$ cat config.mk
export PLATFORM = sky130hd
export DESIGN_NAME = line_rasterizer_core
export DESIGN_NICKNAME = d
export VERILOG_FILES = /design/src/rtl/core/lrast_pkg.sv /design/src/rtl/core/lrast_front.sv /design/src/rtl/core/lrast_fifo.sv /design/src/rtl/core/lrast_back.sv /design/src/rtl/core/line_rasterizer_core.sv
export SDC_FILE = /design/constraint.sdc
export NUM_CORES = 1
export LEC_CHECK = 0
export CAP_MARGIN = 20
export CORE_UTILIZATION = 65
export DETAILED_ROUTE_END_ITERATION = 6
export DONT_BUFFER_PORTS = 1
export PLACE_DENSITY = 0.81
export SYNTH_ARGS = -nofsm -noshare
export SYNTH_HDL_FRONTEND = slang
export SYNTH_HIERARCHICAL = 1
export SYNTH_SLANG_ARGS = --single-unit
export TNS_END_PERCENT = 30
$ cat constraint.sdc
create_clock -name clk -period 19.65 [get_ports clk]
set_input_delay 2.9475 -clock clk [delete_from_list [all_inputs] [get_ports clk]]
set_output_delay 2.9475 -clock clk [all_outputs]
set_load 0.03 [all_outputs]
$ cat src/rtl/core/lrast_pkg.sv
`timescale 1ns / 1ps
// lrast_pkg: shared types and constants of the line rasterizer core
// no dependencies; used by lrast_front, lrast_back and line_rasterizer_core

package lrast_pkg;

  localparam int SCREEN_BITS = 12;
  localparam logic [SCREEN_BITS-1:0] SCREEN_WIDTH_RESET  = 12'd640;
  localparam logic [SCREEN_BITS-1:0] SCREEN_HEIGHT_RESET = 12'd480;

  typedef enum logic {
    ACT_START = 1'b0,
    ACT_STEP  = 1'b1
  } action_t;

  typedef enum logic {
    REG_SCREEN_WIDTH  = 1'b0,
    REG_SCREEN_HEIGHT = 1'b1
  } cfg_reg_t;

  typedef struct packed {
    logic [7:0] red;
    logic [7:0] green;
    logic [7:0] blue;
  } colour_t;

  typedef struct packed {
    logic [SCREEN_BITS-1:0] width;
    logic [SCREEN_BITS-1:0] height;
  } screen_cfg_t;

  typedef struct packed {
    action_t action;
    logic    x_down;
    logic    y_down;
  } cmd_flags_t;

endpackage

$ cat src/rtl/core/lrast_front.sv
`timescale 1ns / 1ps
// lrast_front: unpacks an input beat, classifies it and works out deltas and directions
// depends on lrast_pkg

module lrast_front #(
  parameter int COORD_BITS = 12,
  parameter int IN_W       = 72
) (
  input  logic [IN_W-1:0]       in_tdata,
  input  logic                  in_tuser,
  output lrast_pkg::cmd_flags_t flags,
  output logic [COORD_BITS-1:0] x0,
  output logic [COORD_BITS-1:0] y0,
  output logic [COORD_BITS-1:0] dx,
  output logic [COORD_BITS-1:0] dy,
  output lrast_pkg::colour_t    colour
);

  localparam int C = COORD_BITS;

  logic [C-1:0] x1;
  logic [C-1:0] y1;
  logic [C:0]   sx;
  logic [C:0]   sy;
  logic [C:0]   nsx;
  logic [C:0]   nsy;

  assign x0 = in_tdata[C-1:0];
  assign y0 = in_tdata[2*C-1:C];
  assign x1 = in_tdata[3*C-1:2*C];
  assign y1 = in_tdata[4*C-1:3*C];

  assign colour.red   = in_tdata[4*C+7:4*C];
  assign colour.green = in_tdata[4*C+15:4*C+8];
  assign colour.blue  = in_tdata[4*C+23:4*C+16];

  // signed differences, one bit wider than a coordinate
  assign sx  = {x1[C-1], x1} - {x0[C-1], x0};
  assign sy  = {y1[C-1], y1} - {y0[C-1], y0};
  assign nsx = -sx;
  assign nsy = -sy;

  assign dx = sx[C] ? nsx[C-1:0] : sx[C-1:0];
  assign dy = sy[C] ? nsy[C-1:0] : sy[C-1:0];

  assign flags.action = lrast_pkg::action_t'(in_tuser);
  assign flags.x_down = sx[C];
  assign flags.y_down = sy[C];

endmodule

$ cat src/rtl/core/lrast_fifo.sv
`timescale 1ns / 1ps
// lrast_fifo: small register queue between front and back
// no package dependency; DEPTH is a power of two, at least 2

module lrast_fifo #(
  parameter int WIDTH = 8,
  parameter int DEPTH = 2
) (
  input  logic             clk,
  input  logic             rst_n,
  input  logic             wr_valid,
  output logic             wr_ready,
  input  logic [WIDTH-1:0] wr_data,
  output logic             rd_valid,
  input  logic             rd_ready,
  output logic [WIDTH-1:0] rd_data
);

  localparam int AW = $clog2(DEPTH);

  logic [WIDTH-1:0] mem_r [DEPTH];
  logic [AW-1:0]    wr_ptr_r;
  logic [AW-1:0]    wr_ptr_nxt;
  logic [AW-1:0]    rd_ptr_r;
  logic [AW-1:0]    rd_ptr_nxt;
  logic [AW:0]      count_r;
  logic [AW:0]      count_nxt;
  logic             push;
  logic             pop;

  assign wr_ready = (count_r != (AW+1)'(DEPTH));
  assign rd_valid = (count_r != '0);
  assign rd_data  = mem_r[rd_ptr_r];

  assign push = wr_valid && wr_ready;
  assign pop  = rd_valid && rd_ready;

  always_comb begin
    wr_ptr_nxt = push ? wr_ptr_r + 1'b1 : wr_ptr_r;
    rd_ptr_nxt = pop ? rd_ptr_r + 1'b1 : rd_ptr_r;
    count_nxt  = count_r;
    if (push && !pop) begin
      count_nxt = count_r + 1'b1;
    end else if (pop && !push) begin
      count_nxt = count_r - 1'b1;
    end
  end

  always_ff @(posedge clk) begin
    if (!rst_n) begin
      wr_ptr_r <= '0;
      rd_ptr_r <= '0;
      count_r  <= '0;
    end else begin
      wr_ptr_r <= wr_ptr_nxt;
      rd_ptr_r <= rd_ptr_nxt;
      count_r  <= count_nxt;
    end
  end

  always_ff @(posedge clk) begin
    if (push) begin
      mem_r[wr_ptr_r] <= wr_data;
    end
  end

endmodule

$ cat src/rtl/core/lrast_back.sv
`timescale 1ns / 1ps
// lrast_back: line state, per-pixel stepping and the output register
// depends on lrast_pkg

module lrast_back #(
  parameter int COORD_BITS = 12
) (
  input  logic                   clk,
  input  logic                   rst_n,
  input  lrast_pkg::screen_cfg_t screen,
  input  logic                   q_valid,
  output logic                   q_ready,
  input  lrast_pkg::cmd_flags_t  q_flags,
  input  logic [COORD_BITS-1:0]  q_x0,
  input  logic [COORD_BITS-1:0]  q_y0,
  input  logic [COORD_BITS-1:0]  q_dx,
  input  logic [COORD_BITS-1:0]  q_dy,
  input  lrast_pkg::colour_t     q_colour,
  output logic                   out_valid,
  input  logic                   out_ready,
  output logic [COORD_BITS-1:0]  pixel_x,
  output logic [COORD_BITS-1:0]  pixel_y,
  output lrast_pkg::colour_t     pixel_colour,
  output logic                   on_screen,
  output logic                   last_pixel
);

  localparam int C     = COORD_BITS;
  localparam int D     = COORD_BITS + 3;
  localparam int R     = COORD_BITS + 1;
  localparam int CMP_W = (COORD_BITS > lrast_pkg::SCREEN_BITS) ? COORD_BITS
                                                                : lrast_pkg::SCREEN_BITS;

  // line state
  logic [C-1:0]       cur_x_r,      cur_x_nxt;
  logic [C-1:0]       cur_y_r,      cur_y_nxt;
  logic [D-1:0]       decision_r,   decision_nxt;
  logic [D-1:0]       inc_ax_r,     inc_ax_nxt;
  logic [D-1:0]       inc_diag_r,   inc_diag_nxt;
  logic [R-1:0]       remaining_r,  remaining_nxt;
  logic               x_down_r,     x_down_nxt;
  logic               y_down_r,     y_down_nxt;
  logic               x_major_r,    x_major_nxt;
  lrast_pkg::colour_t colour_r,     colour_nxt;

  // output register
  logic               out_valid_r,  out_valid_nxt;
  logic [C-1:0]       px_r,         px_nxt;
  logic [C-1:0]       py_r,         py_nxt;
  lrast_pkg::colour_t pcol_r,       pcol_nxt;
  logic               onscr_r,      onscr_nxt;
  logic               last_r,       last_nxt;

  logic         pop;
  logic         s_x_major;
  logic [C-1:0] s_major;
  logic [C-1:0] s_minor;
  logic [D-1:0] s_minor2;
  logic         dec_pos;
  logic         move_x;
  logic         move_y;
  logic [C-1:0] x_new;
  logic [C-1:0] y_new;
  logic         x_in;
  logic         y_in;

  assign q_ready = !out_valid_r || out_ready;
  assign pop     = q_valid && q_ready;

  // start setup
  assign s_x_major = (q_dx >= q_dy);
  assign s_major   = s_x_major ? q_dx : q_dy;
  assign s_minor   = s_x_major ? q_dy : q_dx;
  assign s_minor2  = {2'b00, s_minor, 1'b0};

  // step
  assign dec_pos = !decision_r[D-1] && (decision_r != '0);
  assign move_x  = dec_pos || x_major_r;
  assign move_y  = dec_pos || !x_major_r;
  assign x_new   = move_x ? cur_x_r + (x_down_r ? {C{1'b1}} : C'(1)) : cur_x_r;
  assign y_new   = move_y ? cur_y_r + (y_down_r ? {C{1'b1}} : C'(1)) : cur_y_r;
  assign x_in    = !x_new[C-1] && (CMP_W'(x_new) < CMP_W'(screen.width));
  assign y_in    = !y_new[C-1] && (CMP_W'(y_new) < CMP_W'(screen.height));

  always_comb begin
    cur_x_nxt     = cur_x_r;
    cur_y_nxt     = cur_y_r;
    decision_nxt  = decision_r;
    inc_ax_nxt    = inc_ax_r;
    inc_diag_nxt  = inc_diag_r;
    remaining_nxt = remaining_r;
    x_down_nxt    = x_down_r;
    y_down_nxt    = y_down_r;
    x_major_nxt   = x_major_r;
    colour_nxt    = colour_r;
    out_valid_nxt = out_valid_r && !out_ready;
    px_nxt        = px_r;
    py_nxt        = py_r;
    pcol_nxt      = pcol_r;
    onscr_nxt     = onscr_r;
    last_nxt      = last_r;
    if (pop) begin
      case (q_flags.action)
        lrast_pkg::ACT_START: begin
          cur_x_nxt     = q_x0;
          cur_y_nxt     = q_y0;
          x_down_nxt    = q_flags.x_down;
          y_down_nxt    = q_flags.y_down;
          x_major_nxt   = s_x_major;
          colour_nxt    = q_colour;
          remaining_nxt = {1'b0, s_major};
          decision_nxt  = s_minor2 - {3'b000, s_major};
          inc_ax_nxt    = s_minor2;
          inc_diag_nxt  = s_minor2 - {2'b00, s_major, 1'b0};
        end
        lrast_pkg::ACT_STEP: begin
          if (remaining_r != '0) begin
            cur_x_nxt     = x_new;
            cur_y_nxt     = y_new;
            decision_nxt  = decision_r + (dec_pos ? inc_diag_r : inc_ax_r);
            remaining_nxt = remaining_r - 1'b1;
            out_valid_nxt = 1'b1;
            px_nxt        = x_new;
            py_nxt        = y_new;
            pcol_nxt      = colour_r;
            onscr_nxt     = x_in && y_in;
            last_nxt      = (remaining_r == R'(1));
          end
        end
        default: begin
          out_valid_nxt = out_valid_r && !out_ready;
        end
      endcase
    end
  end

  always_ff @(posedge clk) begin
    if (!rst_n) begin
      remaining_r <= '0;
      out_valid_r <= 1'b0;
    end else begin
      remaining_r <= remaining_nxt;
      out_valid_r <= out_valid_nxt;
    end
  end

  always_ff @(posedge clk) begin
    cur_x_r    <= cur_x_nxt;
    cur_y_r    <= cur_y_nxt;
    decision_r <= decision_nxt;
    inc_ax_r   <= inc_ax_nxt;
    inc_diag_r <= inc_diag_nxt;
    x_down_r   <= x_down_nxt;
    y_down_r   <= y_down_nxt;
    x_major_r  <= x_major_nxt;
    colour_r   <= colour_nxt;
    px_r       <= px_nxt;
    py_r       <= py_nxt;
    pcol_r     <= pcol_nxt;
    onscr_r    <= onscr_nxt;
    last_r     <= last_nxt;
  end

  assign out_valid    = out_valid_r;
  assign pixel_x      = px_r;
  assign pixel_y      = py_r;
  assign pixel_colour = pcol_r;
  assign on_screen    = onscr_r;
  assign last_pixel   = last_r;

endmodule

$ cat src/rtl/core/line_rasterizer_core.sv
`timescale 1ns / 1ps
// line_rasterizer_core: top level of the integer line rasterizer
// depends on lrast_pkg, lrast_front, lrast_fifo, lrast_back
//
// usage:
//   in_*  beats carry commands. in_tuser low starts a line from the two endpoints
//   and colour in in_tdata; in_tuser high asks for the next pixel of the line.
//   out_* beats carry one pixel each: coordinates and colour in out_tdata,
//   on-screen flag in out_tuser, and out_tlast on the final pixel of the line.
//   a start beat, a step with no active line and a start on equal endpoints
//   give no output beat. the first endpoint is never emitted.
//   cfg_* writes screen width (index 0) and height (index 1); cfg_ready is
//   always high. write them only while no line work is pending.
// timing:
//   a step beat passes the front queue and then the stepping register before its
//   pixel shows on out_tvalid. while out_tready stays high one beat per cycle is
//   sustained: the back end retires one queued command per cycle and its
//   per-pixel work is one add per axis plus one add to the decision term.
// reset and stall:
//   rst_n low empties the queue, drops any active line and sets the screen to
//   640 x 480. while out_tready is low a pending pixel is held, the back end
//   stops and the 2-entry queue fills; in_tready falls only when the queue is full.

module line_rasterizer_core #(
  parameter int COORD_BITS = 12
) (
  input  logic                              clk,
  input  logic                              rst_n,
  // start_x, start_y, end_x, end_y, red_in, green_in, blue_in, zero pad
  input  logic [((4*COORD_BITS+24+7)/8)*8-1:0] in_tdata,
  // action
  input  logic                              in_tuser,
  input  logic                              in_tvalid,
  output logic                              in_tready,
  // pixel_x, pixel_y, red_out, green_out, blue_out, zero pad
  output logic [((2*COORD_BITS+24+7)/8)*8-1:0] out_tdata,
  // on_screen
  output logic                              out_tuser,
  output logic                              out_tlast,
  output logic                              out_tvalid,
  input  logic                              out_tready,
  input  logic                              cfg_valid,
  output logic                              cfg_ready,
  input  logic                              cfg_index,
  input  logic [lrast_pkg::SCREEN_BITS-1:0] cfg_data
);

  localparam int C     = COORD_BITS;
  localparam int IN_W  = ((4*COORD_BITS+24+7)/8)*8;
  localparam int OUT_W = ((2*COORD_BITS+24+7)/8)*8;
  localparam int FLG_W = $bits(lrast_pkg::cmd_flags_t);
  localparam int Q_W   = FLG_W + 4*COORD_BITS + 24;

  lrast_pkg::screen_cfg_t screen_r;
  lrast_pkg::screen_cfg_t screen_nxt;

  lrast_pkg::cmd_flags_t  f_flags;
  logic [C-1:0]           f_x0, f_y0, f_dx, f_dy;
  lrast_pkg::colour_t     f_colour;

  logic [Q_W-1:0]         q_wdata;
  logic [Q_W-1:0]         q_rdata;
  logic                   q_valid;
  logic                   q_ready;

  lrast_pkg::cmd_flags_t  b_flags;
  logic [C-1:0]           b_x0, b_y0, b_dx, b_dy;
  lrast_pkg::colour_t     b_colour;

  logic [C-1:0]           px, py;
  lrast_pkg::colour_t     pcol;

  // configuration registers
  assign cfg_ready = 1'b1;

  always_comb begin
    screen_nxt = screen_r;
    if (cfg_valid) begin
      unique case (lrast_pkg::cfg_reg_t'(cfg_index))
        lrast_pkg::REG_SCREEN_WIDTH:  screen_nxt.width  = cfg_data;
        lrast_pkg::REG_SCREEN_HEIGHT: screen_nxt.height = cfg_data;
        default:                      screen_nxt = screen_r;
      endcase
    end
  end

  always_ff @(posedge clk) begin
    if (!rst_n) begin
      screen_r.width  <= lrast_pkg::SCREEN_WIDTH_RESET;
      screen_r.height <= lrast_pkg::SCREEN_HEIGHT_RESET;
    end else begin
      screen_r <= screen_nxt;
    end
  end

  lrast_front #(
    .COORD_BITS (COORD_BITS),
    .IN_W       (IN_W)
  ) u_front (
    .in_tdata (in_tdata),
    .in_tuser (in_tuser),
    .flags    (f_flags),
    .x0       (f_x0),
    .y0       (f_y0),
    .dx       (f_dx),
    .dy       (f_dy),
    .colour   (f_colour)
  );

  assign q_wdata = {f_flags, f_x0, f_y0, f_dx, f_dy, f_colour};

  lrast_fifo #(
    .WIDTH (Q_W),
    .DEPTH (2)
  ) u_queue (
    .clk      (clk),
    .rst_n    (rst_n),
    .wr_valid (in_tvalid),
    .wr_ready (in_tready),
    .wr_data  (q_wdata),
    .rd_valid (q_valid),
    .rd_ready (q_ready),
    .rd_data  (q_rdata)
  );

  assign {b_flags, b_x0, b_y0, b_dx, b_dy, b_colour} = q_rdata;

  lrast_back #(
    .COORD_BITS (COORD_BITS)
  ) u_back (
    .clk          (clk),
    .rst_n        (rst_n),
    .screen       (screen_r),
    .q_valid      (q_valid),
    .q_ready      (q_ready),
    .q_flags      (b_flags),
    .q_x0         (b_x0),
    .q_y0         (b_y0),
    .q_dx         (b_dx),
    .q_dy         (b_dy),
    .q_colour     (b_colour),
    .out_valid    (out_tvalid),
    .out_ready    (out_tready),
    .pixel_x      (px),
    .pixel_y      (py),
    .pixel_colour (pcol),
    .on_screen    (out_tuser),
    .last_pixel   (out_tlast)
  );

  assign out_tdata = OUT_W'({pcol.blue, pcol.green, pcol.red, py, px});

endmodule
# --- After elaboration in Yosys (flattened, before gate mapping) ---
# Memory sizes are Yosys's and may differ from the RTL's. A register that Yosys moved wholly into a read port is not among the register bits.
# Index checks and enable logic that the tools add are counted.
# W data, S select, Z words.
word_totals:
  regBits: 185
  latchBits: 0
  ram_bits: 150
  rom_bits: 0
  output_inout_bits: 53
  elab_cells: 103
  n_memories: 1
op_classes:
  n_addsub: 14
  n_mul: 0
  n_div: 0
  n_lt_le_gt_ge: 3
  n_eq_ne: 3
  shifts: 0
  n_mux: 26
  bitwise_logic: 2
  n_reduce_logical: 29
mem_list:
  columns: ["name", "depth", "width", "read_ports", "rd_ports_with_merged_regs", "wr", "line_no", "text"]
  rows:
  - ["u_queue.mem_r", 2, 75, 1, 1, 1, "lrast_fifo.sv:21", "logic [WIDTH-1:0] mem_r [DEPTH];"]
ops:
  columns: ["operator", "n"]
  rows:
  - ["$mux W12", 10]
  - ["$pmux W12 S2", 2]
  - ["$mux W15", 2]
  - ["$pmux W15 S2", 1]
  - ["$pmux W13 S2", 1]
  - ["$sub A12 B12 Y13", 2]
  - ["$add A12 B12 Y12", 2]
  - ["$lt A12 B12 Y1", 2]
  - ["$neg A12 Y12", 2]
  - ["$add A15 B15 Y15", 1]
  - ["$reduce_bool A15 Y1", 1]
  - ["$sub A13 B12 Y14", 1]
  - ["$sub A13 B13 Y14", 1]
  - ["$eq A13 B1 Y1 const B", 1]
  - ["$mux W13", 1]
  - ["$reduce_bool A13 Y1", 1]
  - ["$sub A13 B1 Y13 const B", 1]
  - ["$ge A12 B12 Y1", 1]
  - ["$logic_and A1 B1 Y1", 9]
  - ["$logic_not A1 Y1", 8]
  - ["$reduce_and A2 Y1", 4]
  - ["$mux W1", 7]
  - ["$mux W2", 2]
  - ["$reduce_bool A2 Y1", 2]
  - ["8 further kinds", 12]

# --- Longest topological paths before layout ---
depth:
  depth_word: 7
  mapped_depth: 28

# --- By module ---
# Netlist, hierarchy kept.
by_module_without_submodules:
  columns: ["module", "instances", "cells_per_inst", "area_each_um2"]
  rows:
  - ["lrast_back", 1, 949, 9855.7]
  - ["lrast_fifo", 1, 257, 5665.4]
  - ["lrast_front", 1, 307, 2123.3]
  - ["line_rasterizer_core", 1, 102, 980.9]

# --- Worst setup path before layout ---
# No wires, ideal clock.
synth_path:
  kind: "register -> register"
  startpoint: "register with a tool-made name"
  endpoint: "register u_back.decision_r[12], data pin"
  setup_time_ps: 272
  arrival_time_ps: 5926
  setup_slack_ps: 13452
  stages_incl_launch_ff: 26
  n_path_buf: 6
  period_less_slack_ps: 6198
  cell_sequence: "dfxtp_1 > buf_4 > buf_6 > mux2_2 > ha_1 > nand2b_1 > a2111o_1 > a31o_4 > a21oi_4 > buf_2 > buf_1 > buf_1 > clkbuf_1 > o21ai_0 > ha_1 > nand2b_1 > a21o_1 > a221o_1 > o211ai_1 > mux2i_1 > o211ai_1 > a21oi_2 > maj3_2 > o221a_2 > a221oi_1 > a221oi_2"
synth_lines:
  columns: ["item", "line_no", "text"]
  rows:
  - ["end signal: assignment", "lrast_back.sv:150", "decision_r <= decision_nxt;"]
  - ["end: declaration", "lrast_back.sv:37", "logic [D-1:0] decision_r, decision_nxt;"]

==> results.json <==
{
  "status": "finished, final reports clean",
  "grt_max_degree": 59,
  "drt_pass1_iterations": 5,
  "syn_nets": 1814,
  "async_reset_ff_share_pct": 0,
  "cp-end-kind": "flip-flop",
  "cts_resized": 0,
  "cp_slowest_cell": "buf_4",
  "clk_pin_slew_ns": 0.07,
  "synthFlopType": "edfxtp_1",
  "clock-root-buffer": "clkbuf_16",
  "grt_pass1_wl_um": 64000,
  "die_w_um": 171.3,
  "drt-vias-per-instance": 6.222,
  "max-slew-margin-rel_pct": 35.96,
  "cts_buffers": 37,
  "grtUsageTotal_pct": 28.79,
  "io_buffers": 0,
  "post_cts_buffers": 0,
  "path_cells": "buf_4 -> mux2_2 -> inv_1 -> ha_1 -> nand2b_1 -> a2111o_1 -> a31o_4 -> a21oi_4 -> buf_4 -> inv_4 -> nand2_1 -> o21ai_0 -> fa_1 -> nand2b_1 -> a21o_1 -> nor2b_1 -> o221ai_1 -> a221oi_1 -> o211ai_1 -> a21oi_2 -> maj3_2 -> o221a_2 -> a221oi_1 -> a221oi_2",
  "critical_path_class": "flip-flop to flip-flop",
  "start_util_pct": 66.49,
  "ioPinCount": 144,
  "drc": 0,
  "drt_iter0_markers": 1143,
  "crit_family": "compound AO/OA/AOI/OAI gates",
  "grt_setup_unrepaired": "no",
  "rows": 61,
  "start_kind": "flip-flop",
  "clkLatencyLatePin_ns": 0.54,
  "fin_worst_skew_ns": 0.02813,
  "die-height_um": 171.3,
  "antenna_found_initial": 1,
  "cts_tree": "done",
  "layout.nets": 1761,
  "critPathMaxFanout": 47,
  "synth_edf_count": 291,
  "crit_buf_inv": 4,
  "crit_arrival_ns": 7.87,
  "cts_hold_buf": 0,
  "wire_per_inst_um": 21.44,
  "synth_seq_cells": 334,
  "syn-cell-area_um2": 18630,
  "worstPathRequired_ns": 19.89,
  "max_clock_freq_mhz": 131.1,
  "dp_hpwl_um": 29430,
  "yosysSeqAreaShare_pct": 51.54,
  "htree_levels": 2,
  "setup_violations": 0,
  "yosys_warnings": 6,
  "holdCritPathClass": "flip-flop to flip-flop",
  "cts_buffer_depth": 3,
  "place.gp.congestion": 0.9332,
  "post_route_cells_drive_above_1_share_pct": 13.58,
  "core_area_um2": 28010,
  "max_stage_delay_ns": 0.66,
  "layout_min_cycle_time_ns": 7.628,
  "finalMaxSlewViolations": 0,
  "clkSinkCount": 334,
  "finalHoldViolCount": 0,
  "n_fill_cell": 1969,
  "hp-start": "u_back/colour_r[18]$_DFFE_PP_",
  "finalCritPeriodShare_pct": 38.82,
  "ant_nets": 0,
  "cap_violations": 0,
  "worst_pin_slew_ns": 0.9518,
  "tns_ns": 0,
  "grt_pass1_vias": 11879,
  "grt_remaining_overflow": 0,
  "routed_wirelength_um": 42210,
  "syn_inst": 1615,
  "synthToLayoutAreaGrowth_pct": 5.999,
  "dieArea_um2": 29340,
  "ys_types": 98,
  "route.vias.total": 12252,
  "syn_area_per_cell_um2": 11.53
}
-- registers in the layout, summed over array words and instances (netlist names), 12 cells and up, named ones only --
register	count
u_queue/mem_r	150
screen_r	24
u_back/colour_r	24
u_back/pixel_colour	24
u_back/decision_r	15
u_back/inc_diag_r	13
u_back/remaining_r	13
u_back/cur_x_r	12
u_back/cur_y_r	12
u_back/inc_ax_r	12
u_back/pixel_x	12
u_back/pixel_y	12
-- per-layer routing --
layer	GRT usage, %	share of wire [%]	wire, um
met5	0	0	0
met4	9.433	2.8	1193
met3	6.903	8.8	3724
met2	47.58	47	19710
met1	37.32	42	17580
-- cell usage after synthesis (39+ instances only) --
master	number	area, um^2
xor2_1	39	341.6
inv_1	109	409.1
ha_1	102	1276
mux2_2	111	1250
o21ai_0	68	340.3
nor2_1	92	345.3
xnor2_1	57	499.2
dfxtp_1	43	860.8
a21oi_1	91	455.4
nand2_1	121	454.2
edfxtp_1	291	8738
buf_4	51	382.9
-- metrics by stage --
| step | instances | worst slack [ns] | area (um^2) | util, % | hold WS [ns] |
|---|---|---|---|---|---|
| CTS | 1966 | 12.12 | 19710 | 70.38 | 0.4190 |
| global placement | 1899 | 12.32 | 18490 | 66.00 | 0.4012 |
| global route | 1968 | 11.70 | 19740 | 70.47 | 0.4202 |
| floorplan | 1615 | 13.45 | 18630 | - | 0.4003 |
| finish | 1969 | 12.02 | 19740 | 70.48 | 0.4186 |
| detailed placement | 1899 | 12.16 | 18490 | 66.00 | 0.4045 |
-- final cells by class --
type / instances / area (um^2) / area share, %
multi-input cells: 1063 / 7909 / 40.06
well taps: 378 / 473.0 / 2.396
clock inverters: 14 / 166.4 / 0.8429
diodes: 1 / 2.502 / 0.01268
flip-flops and latches: 334 / 9603 / 48.64
clock buffers: 53 / 1059 / 5.362
repair buffers: 11 / 95.09 / 0.4817
inverters: 115 / 435.4 / 2.205
-- final timing paths --
check / to / slack (ns) / depth (start not counted)
max: u_back/decision_r[12]$_DFFE_PP_ / 12.02 / 24
min: u_back/pixel_colour[18]$_DFFE_PP_ / 0.42 / 0
max reg2reg: u_back/decision_r[12]$_DFFE_PP_ / 12.02 / 24
min reg2reg: u_back/pixel_colour[18]$_DFFE_PP_ / 0.42 / 0
-- kinds of logic after synthesis --
logic type / synth area share, %
buffers and inverters: 6.026
other: 0.02013
XOR/XNOR: 4.514
flip-flops: 51.54
adder cells (fa/ha/maj): 7.934
AND/OR/NAND/NOR: 10.14
AO/OA/AOI/OAI: 11.64
multiplexers: 8.189
-- layout by cell type, fill, tap and decap left out, types with 24 or more instances in the layout --
cell type,n
edfxtp_1,291
a21oi_1,91
o21ai_0,68
a21o_1,28
mux2i_1,26
inv_1,106
xnor2_1,57
ha_1,102
nand3_1,24
dfxtp_1,42
clkbuf_16,39
xor2_1,39
mux2_2,111
nor2_1,92
nand2_1,121
Power is not shown: default switching activity piles up to over one toggle a cycle in this logic, so the estimate is an artifact.
